File: config.mk
export PLATFORM = sky130hd
export DESIGN_NAME = lap_ram
export DESIGN_NICKNAME = d
export VERILOG_FILES = /design/src/hdl/lap_ram.sv
export SDC_FILE = /design/constraint.sdc
export NUM_CORES = 1
export LEC_CHECK = 0
export ABC_AREA = 1
export BUFFER_PORTS_ARGS = -buffer_cell sky130_fd_sc_hd__buf_2
export CAP_MARGIN = 20
export CORE_UTILIZATION = 45
export DETAILED_ROUTE_END_ITERATION = 10
export SYNTH_ARGS = -nofsm -noshare
export SYNTH_HDL_FRONTEND = slang
export SYNTH_SLANG_ARGS = --single-unit
File: constraint.sdc
create_clock -name clk -period 1.1 [get_ports clk]
set_input_delay 0.11 -clock clk [delete_from_list [all_inputs] [get_ports clk]]
set_output_delay 0.11 -clock clk [all_outputs]
set_load 0.01 [all_outputs]
File: src/hdl/lap_ram.sv
// Generic single-port-write, single-port-read RAM with a registered read.
// No dependencies.
module lap_ram #(
  parameter int WIDTH = 8,
  parameter int DEPTH = 16
) (
  input  logic                     clk,
  input  logic                     we,
  input  logic [$clog2(DEPTH > 1 ? DEPTH : 2)-1:0] waddr,
  input  logic [WIDTH-1:0]         wdata,
  input  logic [$clog2(DEPTH > 1 ? DEPTH : 2)-1:0] raddr,
  output logic [WIDTH-1:0]         rdata
);

  logic [WIDTH-1:0] mem [DEPTH];

  always_ff @(posedge clk) begin
    if (we) begin
      mem[waddr] <= wdata;
    end
    rdata <= mem[raddr];
  end

endmodule

==> impl_metrics.toml, run 1 <==
[clock_network]
clock-sinks = 136
cts_tree = "yes"
cts_setup_buffers = 0
path_clk_slew_ns = 0.05
cts_buffers = 17
ctsLongestPathBuffers = 2
clk_latency_ns = 0.42
htreeDepth = 4
cts_root_buf = "clkbuf_16"
postCtsHoldBufs = 0

[power]
p_seq_share_pct = 49.6
clock_power_share_pct = 43.8
p_sw_share_pct = 21.09
ir_drop_mv = 1.858
p_int_mw = 9.278
p_sw_mw = 2.480
combPwrFrac_pct = 6.6
p_per_area_nw_per_um2 = 1732
leakagePower_nw = 2.962

[routing]
drc = 0
drtIter0Drc = 272
wl_per_cell_um = 16.41
dr.pass1.iters = 4
routed_wl_um = 12780
avgViaCountPerCell = 4.852
vias = 3780
ant_nets = 0

[grt]
grt_max_degree = 37
grt_pass1_wl_um = 20090
grtUsageTotal_pct = 21.81
grt_antenna_before_repair = 0
grt_pass1_vias = 3660
grt_remaining_overflow = 0

[synth]
syn_avg_cell_area_um2 = 10.47
synth-seq-cells = 136
synth-xor-area-share_pct = 0
yosysWarnings = 0
ys_seq_area_share_pct = 69.43
yosys.area_share.simple_pct = 21.05
muxShareOfSynthArea_pct = 0
synth_top_family_by_area = "simple AND/OR/NAND/NOR gates"
synth_compound_area_share_pct = 0
synth_fp_nets = 569
synth_adder_area_share_pct = 0
syn_inst = 551
netlist_area_um2 = 5767
synth_cell_types = 12

[timing]
hold_violations = 0
final-setup-viol-count = 0
fin_hold_ws_ns = 0.1004
max_slew.worst_pin.slew_ns = 0.4035
min_period_ns = 1.056
post-route-period-util_pct = 96.04
finalMaxSlewViolations = 0
slew_headroom_pct = 73.10
fin_skew_ns = 0.006959
fmax_mhz = 946.5

[floorplanning]
start_util_pct = 47.03
die-area_um2 = 13270
die_y_um = 115.2
core_um2 = 12260
row_count = 40
die_w_um = 115.2
io_pins = 26

[run]
cap_violations = 0

[finish]
fillCellCount = 1082
insertedDiodeCount = 0
multiInputGateArea_um2 = 1219
final_net_count = 616
syn_to_final_growth_pct = 17.70
drive_gt1_share_pct = 13.09
utilization_pct = 55.36
seq_area_um2 = 4004

[outcome]
status = "finished, final reports clean"

[place]
gp_congestion = 0.8222
portBuffers = 25
place.detailed.hpwl_um = 7946

[setup_path]
crit_path_start_kind = "flip-flop"
crit_chain = "nand2_1 > nand2_1 > nand2_1 > nand3_1 > nand3_1 > nand2_1"
path_class = "flip-flop to flip-flop"
cp_slowest_cell = "edfxtp_1"
critical_path.max_stage_delay_ns = 0.37
critPathArrivalTime_ns = 1.36
crit_required_ns = 1.40
cp-end-kind = "flip-flop"
critical_path.max_fanout = 1
path_common_cell = "nand2_1"

[worst_hold_path]
holdCritPathClass = "primary input to flip-flop"
## sequential cells by signal, indices dropped and copies added (netlist names)
register and count:
mem 128, rdata 8
## final timing paths
| check | depth (start not counted) | start | slack [ns] | end |
|---|---|---|---|---|
| setup / recovery | 6 | mem[3][1] | 0.04 | rdata[1] |
| hold / removal | 1 | wdata[2] | 0.10 | mem[11][2] |
| setup reg to reg | 6 | mem[3][1] | 0.04 | rdata[1] |
| hold reg to reg | 6 | mem[13][1] | 0.65 | rdata[1] |
## power by group through the flow
stage | sequential [mW] | combinational [mW] | clock [mW]
after floorplan | 5.95 | 0.409 | 0
after global placement | 5.93 | 0.766 | 0
after detailed placement | 5.93 | 0.777 | 0
after CTS | 5.83 | 0.780 | 5.24
after global routing | 5.84 | 0.859 | 5.45
final | 5.83 | 0.773 | 5.16
## area by class of cell
type / count / share of cell area, %
flip-flops and latches: 136 / 58.99
multi-input cells: 289 / 17.95
clock inverters: 3 / 0.2028
repair buffers: 52 / 6.304
inverters: 102 / 5.641
clock buffers: 29 / 7.816
well taps: 168 / 3.097
## cells in the mapped netlist
master	count	area (µm²)
nand3_1	97	485.5
dfxtp_1	8	160.2
buf_4	4	30.03
buf_2	13	65.06
inv_1	100	375.4
buf_6	6	67.56
edfxtp_1	128	3844
nor2_1	17	63.81
nand2_1	173	649.4
nand3b_1	2	15.01
buf_1	1	3.750
inv_2	2	7.510
## through the flow
stage / setup WS (ns) / total power, mW / cells / cell area, µm² / TNS, ns
after floorplan: 0.03916 / 6.354 / 551 / 5767 / 0
after global placement: -0.1083 / 6.696 / 747 / 6238 / -0.5055
after detailed placement: -0.1161 / 6.710 / 747 / 6238 / -1.534
after CTS: 0.04674 / 11.85 / 779 / 6783 / 0
after global routing: -0.009838 / 12.14 / 779 / 6788 / -0.009838
final: 0.04352 / 11.76 / 779 / 6788 / 0
## worst max-delay path, delay by kind of cell, from the launching register on
kind	cells	cell delay (ns)
simple gates	6	0.56
flops	1	0.37
## kinds of logic (layout without fill, tap and decap cells)
group,after synthesis,after routing
DFF,136,136
and+or+nand+nor,289,289
buffers and inverters,126,186
## placed cells by master (no fill, tap or decap)
| cell type | n |
|---|---|
| nand3b_1 | 2 |
| buf_4 | 19 |
| clkbuf_1 | 6 |
| clkbuf_8 | 6 |
| inv_1 | 100 |
| nand2_1 | 173 |
| clkbuf_16 | 17 |
| inv_2 | 2 |
| nor2_1 | 17 |
| dfxtp_1 | 8 |
| clkinv_2 | 2 |
| edfxtp_1 | 128 |
| nand3_2 | 1 |
| buf_12 | 8 |
| nand3_1 | 96 |
| clkinv_1 | 1 |
| buf_2 | 25 |
## layer usage
metal / vias up / track usage, % / routed length, µm
met1: 1788 / 27.32 / 5617
met4: 0 / 11.52 / 357
met2: 100 / 34.58 / 6162
li1: 1870 / - / -
met3: 22 / 6.168 / 647
met5: - / 0 / 0
## repair_timing
| item | 4_1_cts | 5_1_grt |
|---|---|---|
| endpoints found under the setup margin | 0 | 1 |
| gates resized for setup | 0 | 1 |
| endpoints found under the hold margin | 0 | 0 |
Power figures use the tool's default switching activity.
==> run 2, diff against run 1 <==
- clock period: 1.1 -> 1 ns (I/O delays scaled with it)
==> run 2 against run 1 <==
Via count is 0.13% lower. Power is 12% higher. Clock skew is 0.0011 ns lower.
==> impl_metrics.toml, run 2 (synthesized netlist as in run 1, its figures left out) <==
[outcome]
status = "finished, final reports clean"

[floorplanning]
io_pins = 26
die_w_um = 115.2
start_util_pct = 47.03
die_y_um = 115.2
core_um2 = 12260
row_count = 40
die-area_um2 = 13270

[setup_path]
path_class = "flip-flop to output port"
crit_chain = "buf_6"
cp_slowest_cell = "dfxtp_2"
critPathTopFamily = "flip-flops"
r2r_start = "mem[0][3]"
critical_path.max_fanout = 1
critPathArrivalTime_ns = 0.88
critical_path.max_stage_delay_ns = 0.36
path_buf_inv = 1
crit_required_ns = 0.90
cp-end-kind = "output port"
crit_path_start_kind = "flip-flop"
crit_start = "rdata[7]"

[grt]
grt_max_degree = 32
grtUsageTotal_pct = 21.79
grt_antenna_before_repair = 0
grt_pass1_vias = 3588
grt_remaining_overflow = 0
grt_pass1_wl_um = 20270

[routing]
routed_wl_um = 13100
avgViaCountPerCell = 4.772
vias = 3775
dr.pass1.iters = 5
ant_nets = 0
drtIter0Drc = 257
wl_per_cell_um = 16.56
drc = 0

[timing]
fin_hold_ws_ns = 0.1007
fmax_mhz = 1023
finalMaxSlewViolations = 0
final-setup-viol-count = 0
fin_skew_ns = 0.005863
post-route-period-util_pct = 97.72
rsz0062_at_grt = "yes"
hold_violations = 0
slew_headroom_pct = 72.53
max_slew.worst_pin.slew_ns = 0.4121
min_period_ns = 0.9772

[clock_network]
clock-sinks = 136
postCtsHoldBufs = 0
cts_buffers = 17
cts_root_buf = "clkbuf_16"
path_clk_slew_ns = 0.05
ctsLongestPathBuffers = 2
htreeDepth = 4
cts_tree = "yes"
clk_latency_ns = 0.41

[place]
gp_congestion = 0.8048
dp.cells = 759
portBuffers = 25
place.detailed.hpwl_um = 8461

[finish]
top_register = "mem"
drive_gt1_share_pct = 19.58
mostFrequentLayoutCells = "nand2_1 (173), edfxtp_1 (128), inv_1 (100), nand3_1 (72), nand3_2 (25)"
largest_register_ffs = 128
top_regs = "mem: 128 flops, rdata: 8 flops"
instances_no_fill = 791
final_common_cell = "nand2_1"
final_net_count = 628
syn_to_final_growth_pct = 23.43
utilization_pct = 58.05
insertedDiodeCount = 0

[power]
ir_drop_mv = 1.462
design_power_total_mw = 13.16
p_per_area_nw_per_um2 = 1849
leakagePower_nw = 3.104

[worst_hold_path]
holdCritPathClass = "primary input to flip-flop"
worstHoldStart = "wdata[7]"

[run]
cap_violations = 0
## run 2: cell count changes in the layout (fill, tap and decap cells not counted)
cell      change
nand3_1      -24
clkbuf_1      +1
dfxtp_1       -3
dfxtp_2       +3
nor2_2        +3
nand3_2      +24
buf_12        +7
clkinv_1      -1
clkbuf_8      +1
buf_4         +5
buf_2         -2
nor2_1        -3
buf_6         +2
clkinv_2      -1
## run 2: metal layers
layer | GRT usage (%) | vias to the layer above | routed length [µm]
met5 | 0 | - | 0
met4 | 9.957 | 0 | 178
met3 | 3.901 | 12 | 393
met2 | 34.54 | 70 | 6446
met1 | 29.42 | 1802 | 6080
li1 | - | 1891 | -
## run 2: power breakdown
| part | internal, mW | switching (mW) |
|---|---|---|
| registers | 6.38 | 0.0453 |
| logic | 0.366 | 0.609 |
| clock network | 3.63 | 2.12 |
| total | 10.4 | 2.78 |
## run 2: what timing repair did
item                       4_1_cts  5_1_grt
setup buffers                    0        0
pin swaps                        0        2
resized for setup                6       25
setup endpoints to repair        5       10
## run 2: area by class of cell
| cell class | count | area, µm² |
|---|---|---|
| multi-input cells | 289 | 1346 |
| clock inverters | 1 | 5.005 |
| repair buffers | 64 | 618.1 |
| well taps | 168 | 210.2 |
| fillers | 1020 | 5144 |
| inverters | 102 | 382.9 |
| flip-flops and latches | 136 | 4008 |
| clock buffers | 31 | 548.0 |
## run 2: through the flow
step | cell area, µm² | setup TNS, ns | worst slack [ns]
5_1_grt | 7118 | -0.08060 | -0.03483
3_3_place_gp | 6424 | -9.107 | -0.1967
4_1_cts | 6995 | 0 | 0.0009996
2_1_floorplan | 5774 | -4.120 | -0.05084
3_5_place_dp | 6424 | -10.28 | -0.2053
6_report | 7118 | 0 | 0.02279
## run 2: path summary, 6_finish.rpt
| kind | cells past startpoint | end | slack (ns) |
|---|---|---|---|
| setup reg to reg | 6 | rdata[3] | 0.05 |
| setup / recovery | 1 | rdata[7] | 0.02 |
| hold reg to reg | 6 | rdata[5] | 0.67 |
| hold / removal | 1 | mem[14][7] | 0.10 |
